`src/rtl/core/stia_pkg.sv`:
```
// stia_pkg: shared types and constants for the session table with idle aging
// depends on nothing; imported by every module of the block

package stia_pkg;

    // sizing
    localparam int SessionsDefault = 16;
    localparam int MaxResults      = 16;
    localparam int FrontDepth      = 4;
    localparam int OutDepth        = 4;

    // input command codes
    localparam logic [1:0] CmdPacket = 2'd0;
    localparam logic [1:0] CmdReply  = 2'd1;
    localparam logic [1:0] CmdTick   = 2'd2;

    // result action codes
    localparam logic [2:0] ActToDest    = 3'd0;
    localparam logic [2:0] ActToClient  = 3'd1;
    localparam logic [2:0] ActFullDrop  = 3'd2;
    localparam logic [2:0] ActNoSession = 3'd3;
    localparam logic [2:0] ActExpired   = 3'd4;

    typedef struct packed {
        logic [1:0]  command;
        logic [31:0] stream_id;
        logic [3:0]  session_index;
    } t_in_item;

    typedef struct packed {
        logic [2:0]  action;
        logic [3:0]  slot;
        logic [31:0] result_stream_id;
        logic        newly_opened;
        logic        last;
    } t_result;

    // classified operation handed from front to back
    typedef enum logic [2:0] {
        OP_PACKET = 3'b001,
        OP_REPLY  = 3'b010,
        OP_TICK   = 3'b100
    } t_op;

    typedef struct packed {
        t_op         op;
        logic [31:0] stream_id;
        logic [3:0]  session_index;
    } t_job;

endpackage

```
`src/rtl/core/session_table_idle_aging.sv`:
```
// session_table_idle_aging: top level of the session table with idle aging
// depends on stia_pkg, stia_front, stia_back
//
// Usage:
//   Input channel is a queue write port: an item (command, stream_id,
//   session_index) is taken on a clock edge with push high and full low.
//   Results come out of a queue read port: while empty is low the oldest
//   result sits on o_result and is taken on an edge with pop high.
//   A client packet or a reply gives exactly one result; with the back end
//   free the item is registered in the front queue, then its result in the
//   result queue. Packets and replies run at one item per cycle while the
//   back end is idle and the result queue has room, set by the combinational
//   parallel match over all SESSIONS entries. A tick walks the table one entry
//   per cycle while the result queue has room, giving zero to 16 expiry
//   results, the final one flagged last. Unknown commands are taken and dropped.
//   Items keep flowing into a four-deep front queue while the back end
//   sweeps or waits on a stalled receiver; full rises once that queue fills.
//   Synchronous reset empties both queues and clears all valid and active
//   marks at once; the block can take items once reset is released.

module session_table_idle_aging
    import stia_pkg::*;
#(
    parameter int SESSIONS = SessionsDefault
) (
    input  logic     i_clk,
    input  logic     i_rst_n,
    input  logic     push,
    input  t_in_item i_item,
    output logic     full,
    output logic     empty,
    input  logic     pop,
    output t_result  o_result
);

    logic job_valid;
    logic job_take;
    t_job job;

    // accept and classify
    stia_front u_front (
        .i_clk       (i_clk),
        .i_rst_n     (i_rst_n),
        .push        (push),
        .i_item      (i_item),
        .o_full      (full),
        .o_job_valid (job_valid),
        .o_job       (job),
        .i_job_take  (job_take)
    );

    // table execution and results
    stia_back #(
        .SESSIONS (SESSIONS)
    ) u_back (
        .i_clk       (i_clk),
        .i_rst_n     (i_rst_n),
        .i_job_valid (job_valid),
        .i_job       (job),
        .o_job_take  (job_take),
        .o_empty     (empty),
        .o_result    (o_result),
        .pop         (pop)
    );

endmodule

```
`src/rtl/core/stia_front.sv`:
```
// stia_front: accepts items, classifies the command and queues jobs for the back end
// depends on stia_pkg

module stia_front
    import stia_pkg::*;
(
    input  logic     i_clk,
    input  logic     i_rst_n,
    input  logic     push,
    input  t_in_item i_item,
    output logic     o_full,
    output logic     o_job_valid,
    output t_job     o_job,
    input  logic     i_job_take
);

    localparam int PtrW = $clog2(FrontDepth);
    localparam int CntW = $clog2(FrontDepth + 1);

    t_job            r_q [FrontDepth];
    logic [PtrW-1:0] r_wr;
    logic [PtrW-1:0] r_rd;
    logic [CntW-1:0] r_cnt;
    logic [CntW-1:0] n_cnt;
    logic            known;
    logic            wr_en;
    logic            rd_en;
    t_job            job_in;

    // classify: unknown commands are accepted and dropped here
    always_comb begin
        known            = 1'b1;
        job_in.op        = OP_PACKET;
        job_in.stream_id = i_item.stream_id;
        job_in.session_index = i_item.session_index;
        case (i_item.command)
            CmdPacket: job_in.op = OP_PACKET;
            CmdReply:  job_in.op = OP_REPLY;
            CmdTick:   job_in.op = OP_TICK;
            default:   known = 1'b0;
        endcase
    end

    assign o_full      = (r_cnt == CntW'(FrontDepth));
    assign wr_en       = push && !o_full && known;
    assign o_job_valid = (r_cnt != '0);
    assign rd_en       = i_job_take && o_job_valid;
    assign o_job       = r_q[r_rd];
    assign n_cnt       = r_cnt + CntW'(wr_en) - CntW'(rd_en);

    // queue pointers and fill count
    always_ff @(posedge i_clk) begin
        if (!i_rst_n) begin
            r_wr  <= '0;
            r_rd  <= '0;
            r_cnt <= '0;
        end else begin
            r_cnt <= n_cnt;
            if (wr_en) begin
                r_wr <= r_wr + PtrW'(1);
            end
            if (rd_en) begin
                r_rd <= r_rd + PtrW'(1);
            end
        end
    end

    // queue storage
    always_ff @(posedge i_clk) begin
        if (wr_en) begin
            r_q[r_wr] <= job_in;
        end
    end

endmodule

```
`src/rtl/core/stia_back.sv`:
```
// stia_back: session table, lookup, reply handling, aging sweep and result queue
// depends on stia_pkg

module stia_back
    import stia_pkg::*;
#(
    parameter int SESSIONS = SessionsDefault
) (
    input  logic    i_clk,
    input  logic    i_rst_n,
    input  logic    i_job_valid,
    input  t_job    i_job,
    output logic    o_job_take,
    output logic    o_empty,
    output t_result o_result,
    input  logic    pop
);

    localparam int IW   = (SESSIONS > 1) ? $clog2(SESSIONS) : 1;
    localparam int NW   = $clog2(MaxResults + 1);
    localparam int OPW  = $clog2(OutDepth);
    localparam int OCW  = $clog2(OutDepth + 1);

    typedef enum logic [2:0] {
        S_IDLE  = 3'b001,
        S_SWEEP = 3'b010,
        S_FLUSH = 3'b100
    } t_state;

    // table
    logic [SESSIONS-1:0] r_valid;
    logic [SESSIONS-1:0] r_active;
    logic [31:0]         r_stream [SESSIONS];

    // sequencer
    t_state        r_state, n_state;
    logic [IW-1:0] r_idx, n_idx;
    logic [NW-1:0] r_n, n_n;
    logic          r_pend_vld, n_pend_vld;
    t_result       r_pend, n_pend;

    // result queue
    t_result         r_oq [OutDepth];
    logic [OPW-1:0]  r_owr;
    logic [OPW-1:0]  r_ord;
    logic [OCW-1:0]  r_ocnt;
    logic            out_full;
    logic            pop_ok;

    // lookup and control
    logic          hit_found;
    logic [IW-1:0] hit_idx;
    logic          free_found;
    logic [IW-1:0] free_idx;
    logic [IW-1:0] rd_idx;
    logic [31:0]   rd_stream;
    logic          reply_ok;
    logic          step;
    logic          res_push;
    t_result       res_data;
    logic          open_en;
    logic          act_set;
    logic [IW-1:0] act_idx;
    logic          act_clr;
    logic          free_en;

    // parallel match and lowest free slot
    always_comb begin
        hit_found  = 1'b0;
        hit_idx    = '0;
        free_found = 1'b0;
        free_idx   = '0;
        for (int i = SESSIONS - 1; i >= 0; i--) begin
            if (r_valid[i] && (r_stream[i] == i_job.stream_id)) begin
                hit_found = 1'b1;
                hit_idx   = IW'(i);
            end
            if (!r_valid[i]) begin
                free_found = 1'b1;
                free_idx   = IW'(i);
            end
        end
    end

    // single read port: sweep position or reply slot
    assign rd_idx    = (r_state == S_SWEEP) ? r_idx : IW'(i_job.session_index);
    assign rd_stream = r_stream[rd_idx];
    assign reply_ok  = (32'(i_job.session_index) < 32'(SESSIONS)) && r_valid[rd_idx];

    assign out_full = (r_ocnt == OCW'(OutDepth));
    assign step     = !out_full;
    assign pop_ok   = pop && !o_empty;

    // sequencer next state and table controls
    always_comb begin
        n_state    = r_state;
        n_idx      = r_idx;
        n_n        = r_n;
        n_pend_vld = r_pend_vld;
        n_pend     = r_pend;
        o_job_take = 1'b0;
        res_push   = 1'b0;
        res_data   = '0;
        open_en    = 1'b0;
        act_set    = 1'b0;
        act_idx    = rd_idx;
        act_clr    = 1'b0;
        free_en    = 1'b0;
        case (r_state)
            S_IDLE: begin
                if (i_job_valid && step) begin
                    o_job_take    = 1'b1;
                    res_data.last = 1'b1;
                    case (i_job.op)
                        OP_PACKET: begin
                            res_push                  = 1'b1;
                            res_data.result_stream_id = i_job.stream_id;
                            if (hit_found) begin
                                res_data.action = ActToDest;
                                res_data.slot   = 4'(hit_idx);
                                act_set         = 1'b1;
                                act_idx         = hit_idx;
                            end else if (free_found) begin
                                res_data.action       = ActToDest;
                                res_data.slot         = 4'(free_idx);
                                res_data.newly_opened = 1'b1;
                                open_en               = 1'b1;
                                act_set               = 1'b1;
                                act_idx               = free_idx;
                            end else begin
                                res_data.action = ActFullDrop;
                            end
                        end
                        OP_REPLY: begin
                            res_push      = 1'b1;
                            res_data.slot = i_job.session_index;
                            if (reply_ok) begin
                                res_data.action           = ActToClient;
                                res_data.result_stream_id = rd_stream;
                                act_set                   = 1'b1;
                            end else begin
                                res_data.action = ActNoSession;
                            end
                        end
                        OP_TICK: begin
                            n_state    = S_SWEEP;
                            n_idx      = '0;
                            n_n        = '0;
                            n_pend_vld = 1'b0;
                        end
                        default: ;
                    endcase
                end
            end
            S_SWEEP: begin
                if (step) begin
                    if (r_valid[r_idx]) begin
                        if (r_active[r_idx]) begin
                            act_clr = 1'b1;
                        end else if (r_n < NW'(MaxResults)) begin
                            // an expiry waits for the next so the final one can carry last
                            free_en                 = 1'b1;
                            n_n                     = r_n + NW'(1);
                            res_push                = r_pend_vld;
                            res_data                = r_pend;
                            n_pend_vld              = 1'b1;
                            n_pend                  = '0;
                            n_pend.action           = ActExpired;
                            n_pend.slot             = 4'(r_idx);
                            n_pend.result_stream_id = rd_stream;
                        end
                    end
                    if (r_idx == IW'(SESSIONS - 1)) begin
                        n_state = S_FLUSH;
                    end else begin
                        n_idx = r_idx + IW'(1);
                    end
                end
            end
            S_FLUSH: begin
                if (step) begin
                    res_push      = r_pend_vld;
                    res_data      = r_pend;
                    res_data.last = 1'b1;
                    n_pend_vld    = 1'b0;
                    n_state       = S_IDLE;
                end
            end
            default: n_state = S_IDLE;
        endcase
    end

    // control registers
    always_ff @(posedge i_clk) begin
        if (!i_rst_n) begin
            r_state    <= S_IDLE;
            r_idx      <= '0;
            r_n        <= '0;
            r_pend_vld <= 1'b0;
            r_valid    <= '0;
            r_active   <= '0;
        end else begin
            r_state    <= n_state;
            r_idx      <= n_idx;
            r_n        <= n_n;
            r_pend_vld <= n_pend_vld;
            if (open_en) begin
                r_valid[free_idx] <= 1'b1;
            end
            if (free_en) begin
                r_valid[r_idx] <= 1'b0;
            end
            if (act_set) begin
                r_active[act_idx] <= 1'b1;
            end
            if (act_clr) begin
                r_active[r_idx] <= 1'b0;
            end
        end
    end

    // payload registers
    always_ff @(posedge i_clk) begin
        r_pend <= n_pend;
        if (open_en) begin
            r_stream[free_idx] <= i_job.stream_id;
        end
    end

    // result queue
    assign o_empty  = (r_ocnt == '0);
    assign o_result = r_oq[r_ord];

    always_ff @(posedge i_clk) begin
        if (!i_rst_n) begin
            r_owr  <= '0;
            r_ord  <= '0;
            r_ocnt <= '0;
        end else begin
            r_ocnt <= r_ocnt + OCW'(res_push) - OCW'(pop_ok);
            if (res_push) begin
                r_owr <= r_owr + OPW'(1);
            end
            if (pop_ok) begin
                r_ord <= r_ord + OPW'(1);
            end
        end
    end

    always_ff @(posedge i_clk) begin
        if (res_push) begin
            r_oq[r_owr] <= res_data;
        end
    end

endmodule

```
`config.mk`:
```
export PLATFORM = sky130hd
export DESIGN_NAME = session_table_idle_aging
export DESIGN_NICKNAME = d
export VERILOG_FILES = /design/src/rtl/core/stia_pkg.sv /design/src/rtl/core/session_table_idle_aging.sv /design/src/rtl/core/stia_front.sv /design/src/rtl/core/stia_back.sv
export SDC_FILE = /design/constraint.sdc
export NUM_CORES = 1
export LEC_CHECK = 0
export BUFFER_PORTS_ARGS = -buffer_cell sky130_fd_sc_hd__buf_2
export CORE_UTILIZATION = 39
export DETAILED_ROUTE_END_ITERATION = 10
export HOLD_SLACK_MARGIN = 0.05
export PLACE_DENSITY = 0.56
export SETUP_SLACK_MARGIN = 0.5
export SYNTH_ARGS = -nofsm -noshare
export SYNTH_HDL_FRONTEND = slang
export SYNTH_SLANG_ARGS = --single-unit
```
`constraint.sdc`:
```
create_clock -name i_clk -period 5.3 [get_ports i_clk]
set_clock_uncertainty 0.2 [all_clocks]
set_input_delay 0.53 -clock i_clk [delete_from_list [all_inputs] [get_ports i_clk]]
set_output_delay 0.53 -clock i_clk [all_outputs]
set_load 0.05 [all_outputs]
```
==> flow_summary.ini <==
[grt]
maximum_number_of_pins_on_one_net_before_global_route_repair = 100
grt_pass1_vias = 33907
antenna_violations_before_repair = 5
track_usage_pct = 30.0
grt_overflow_total = 0
grt_first_pass_wirelength_um = 259000

[pwr]
switching_share_pct = 42.4
net-switching-power_mw = 13.7
power_frac_seq_pct = 28.8
p_int_mw = 18.6
clkPwrFrac_pct = 23.0
power_frac_comb_pct = 48.2
vdd_drop_max_v = 0.000325
total_power_mw = 32.3
p_leak_nw = 18.2
power_density_nw_per_um2 = 570

[synthesis]
syn_area_um2 = 47000
synthArstFlopShare_pct = 0
yosys.cell_types.count = 97
yosys_register_bits = 931
synth_sequential_area_ratio_pct = 58.1
synthFlopType = sky130_fd_sc_hd__edfxtp_1
syn_nets = 3767
yosys_warnings = 0
synthCells = 3703
synthesis.area_per_instance_um2 = 12.7
yosys.area.top_type_share_pct = 55.4
edff_count_synth = 868
yosys-top-cells-area = sky130_fd_sc_hd__edfxtp_1 55%, sky130_fd_sc_hd__xnor2_1 8.6%, sky130_fd_sc_hd__mux4_2 4.1%, sky130_fd_sc_hd__nand2_1 3.2%, sky130_fd_sc_hd__a211oi_1 2.7%
synth_top_cell_by_area = sky130_fd_sc_hd__edfxtp_1

[cts]
cts_made_buffers = 104
clock_tree.root_cell = sky130_fd_sc_hd__clkbuf_16
worst_setup_hold_path_clk_slew_ps = 60
cts_buffer_depth = 3
cts.sinks = 931
clock_tree.htree_level_count = 3
tritoncts = done
clock_latency_ps = 750

[cells_and_area]
layout-area-overhead-vs-synth_pct = 20.4
fill_cells = 10774
post_route_cells_drive_above_1_share_pct = 21.1
finalNonFillerCells = 5781
layout.core_utilization_pct = 47.3
final_net_count = 4141
final_cell_mix = 868 x sky130_fd_sc_hd__edfxtp_1, 439 x sky130_fd_sc_hd__xnor2_1, 403 x sky130_fd_sc_hd__nand2_1, 318 x sky130_fd_sc_hd__buf_4, 170 x sky130_fd_sc_hd__nand4_1
layout_commonest_cell = sky130_fd_sc_hd__edfxtp_1

[placement]
port_buffers = 84
placed_cells = 5479
gp_routability_congestion = 1.03
hpwlAfterDp_um = 133000
dp_slack_ps = -4.21

[sta]
report.final.slew_viol_count = 0
setup-tns-final_ps = 0
final_number_of_setup_violating_endpoints = 0
final_period_minus_worst_setup_slack_ps = 4830
rsz_0062_raised_after_global_routing = yes
timing.max_slew.rel_slack_pct = 30.5
timing.final.crit_share_pct = 91.1
layout_setup_ws_ps = 470
max_clock_freq_ghz = 0.207
report.final.hold_viol_count = 0
timing_worst_slew_pin_value_ps = 1040

[setup_path]
path_class = reg2reg
cp_data_required_time_ps = 5770
timing.critical_path.fanout_max = 14
worstSetupStartpointType = flip-flop
cp-end-kind = flip-flop
crit_arrival_ps = 5300

[detailed_routing]
post_drt_via_cell_ratio = 6.11
detail-route-antenna-nets = 0
detail_route.first_pass.iterations = 5
wire_per_inst_um = 32.1
post_route_drc_violation_count = 0
routed-via-count = 35337
finalWirelength_um = 186000
detailedRoute.firstIterationViolations = 4659

[floorplanning]
die_height_um = 349
io_pins = 85
area_of_the_die_um2 = 122000
dieWidth_um = 349
initial_utilization_pct = 39.2
number_of_rows_in_the_core_area = 127
placeableCoreArea_um2 = 120000

[flow_run]
maxCapViolCount = 0

[run_status]
outcome = finished clean

[min_path]
hp-class = in2reg
==> area by class of cell <==
class	instances	area [µm²]	area share, %
Clock inverter	77	817	1.44
Tap cell	1612	2020	3.56
Inverter	51	201	0.356
Timing Repair Buffer	511	4540	8.01
Antenna cell	1	2.50	0.00442
Sequential cell	931	27300	48.3
Multi-Input combinational cell	2478	19100	33.7
Clock buffer	120	2660	4.70
==> power by group through the flow <==
stage	logic, mW	registers (mW)	clock network (mW)
floorplan	7.98	9.33	0
global route	16.0	9.32	7.76
CTS	14.7	9.29	7.49
detailed placement	14.3	9.48	0
global placement	14.3	9.47	0
finish	15.6	9.29	7.41
==> cell families after synthesis <==
logic type,after synthesis,synth area share [%]
AND/OR/NAND/NOR,1091,12.1
flip-flops,931,58.1
AO/OA/AOI/OAI,676,10.4
XOR/XNOR,511,9.60
buffers and inverters,295,2.95
multiplexers,177,6.29
adder cells (fa/ha/maj),22,0.617
==> routing by layer <==
layer / GRT usage, % / vias to the layer above / wire [µm]
met5: 0 / - / 23
met4: 16.0 / 4 / 11400
met3: 5.51 / 424 / 17200
met2: 45.3 / 2020 / 82000
met1: 40.9 / 17914 / 75100
li1: - / 14975 / -
==> through the flow <==
step	cell area (µm²)	hold slack (ps)
after floorplan	47000	206
after global placement	51400	252
after detailed placement	51400	255
after CTS	55800	126
after global routing	56600	177
final	56600	163
==> worst paths after layout <==
check                            from                  end  slack, ps  depth (start not counted)
setup / recovery            flip-flop   u_back.r_active[8]        470                         14
hold / removal                   push      u_front.r_wr[1]        160                          4
setup reg to reg            flip-flop   u_back.r_active[8]        470                         14
hold reg to reg   u_back.r_active[12]  u_back.r_active[12]        260                          2
==> sequential cells by signal, summed over array words and instances (netlist names), named ones only <==
signal	cells
u_back.r_valid	16
u_back.r_ocnt	3
u_back.r_oq	164
u_back.r_ord	2
u_back.r_state	3
u_back.r_pend	36
u_back.r_owr	2
u_back.r_n	5
u_front.r_cnt	3
u_front.r_q	156
u_back.r_stream	512
u_front.r_wr	2
u_back.r_pend_vld	1
u_back.r_active	16
u_front.r_rd	2
u_back.r_idx	4
==> cells in the mapped netlist, types with 42 or more instances <==
| cell type | n |
|---|---|
| sky130_fd_sc_hd__inv_1 | 45 |
| sky130_fd_sc_hd__and2_1 | 155 |
| sky130_fd_sc_hd__o21ai_0 | 63 |
| sky130_fd_sc_hd__nor3_1 | 42 |
| sky130_fd_sc_hd__mux2i_1 | 64 |
| sky130_fd_sc_hd__edfxtp_1 | 868 |
| sky130_fd_sc_hd__dfxtp_1 | 63 |
| sky130_fd_sc_hd__a211oi_1 | 172 |
| sky130_fd_sc_hd__nor4_1 | 43 |
| sky130_fd_sc_hd__xor2_1 | 42 |
| sky130_fd_sc_hd__clkbuf_1 | 139 |
| sky130_fd_sc_hd__a31oi_1 | 76 |
| sky130_fd_sc_hd__nor2_1 | 78 |
| sky130_fd_sc_hd__nand4_1 | 170 |
| sky130_fd_sc_hd__nand2_1 | 404 |
| sky130_fd_sc_hd__a311oi_1 | 64 |
| sky130_fd_sc_hd__xnor2_1 | 464 |
| sky130_fd_sc_hd__buf_2 | 49 |
| sky130_fd_sc_hd__mux4_2 | 85 |
| sky130_fd_sc_hd__nand3_1 | 47 |
| sky130_fd_sc_hd__a21oi_1 | 100 |
==> critical path, cell delays in order (launching register included) <==
cell                       delay [ps]
sky130_fd_sc_hd__dfxtp_4          490
sky130_fd_sc_hd__buf_16           210
sky130_fd_sc_hd__mux2i_1          730
sky130_fd_sc_hd__xor2_1           130
sky130_fd_sc_hd__a21oi_1          430
sky130_fd_sc_hd__nor4b_4          110
sky130_fd_sc_hd__nand4_1          300
sky130_fd_sc_hd__o22ai_1          150
sky130_fd_sc_hd__or4b_4           620
sky130_fd_sc_hd__or3b_4           420
sky130_fd_sc_hd__a211oi_4         200
sky130_fd_sc_hd__buf_4            200
sky130_fd_sc_hd__and2b_2          210
sky130_fd_sc_hd__o221ai_1         140
sky130_fd_sc_hd__a21oi_1          180
==> repair_timing <==
action,CTS,global route
setup endpoints to repair,577,558
hold buffers,39,0
endpoints found under the hold margin,156,0
resized for setup,43,71
setup buffers,23,40
pin swaps,2,11
cloned,1,1
Note: power is estimated with default switching activity, not from simulation.
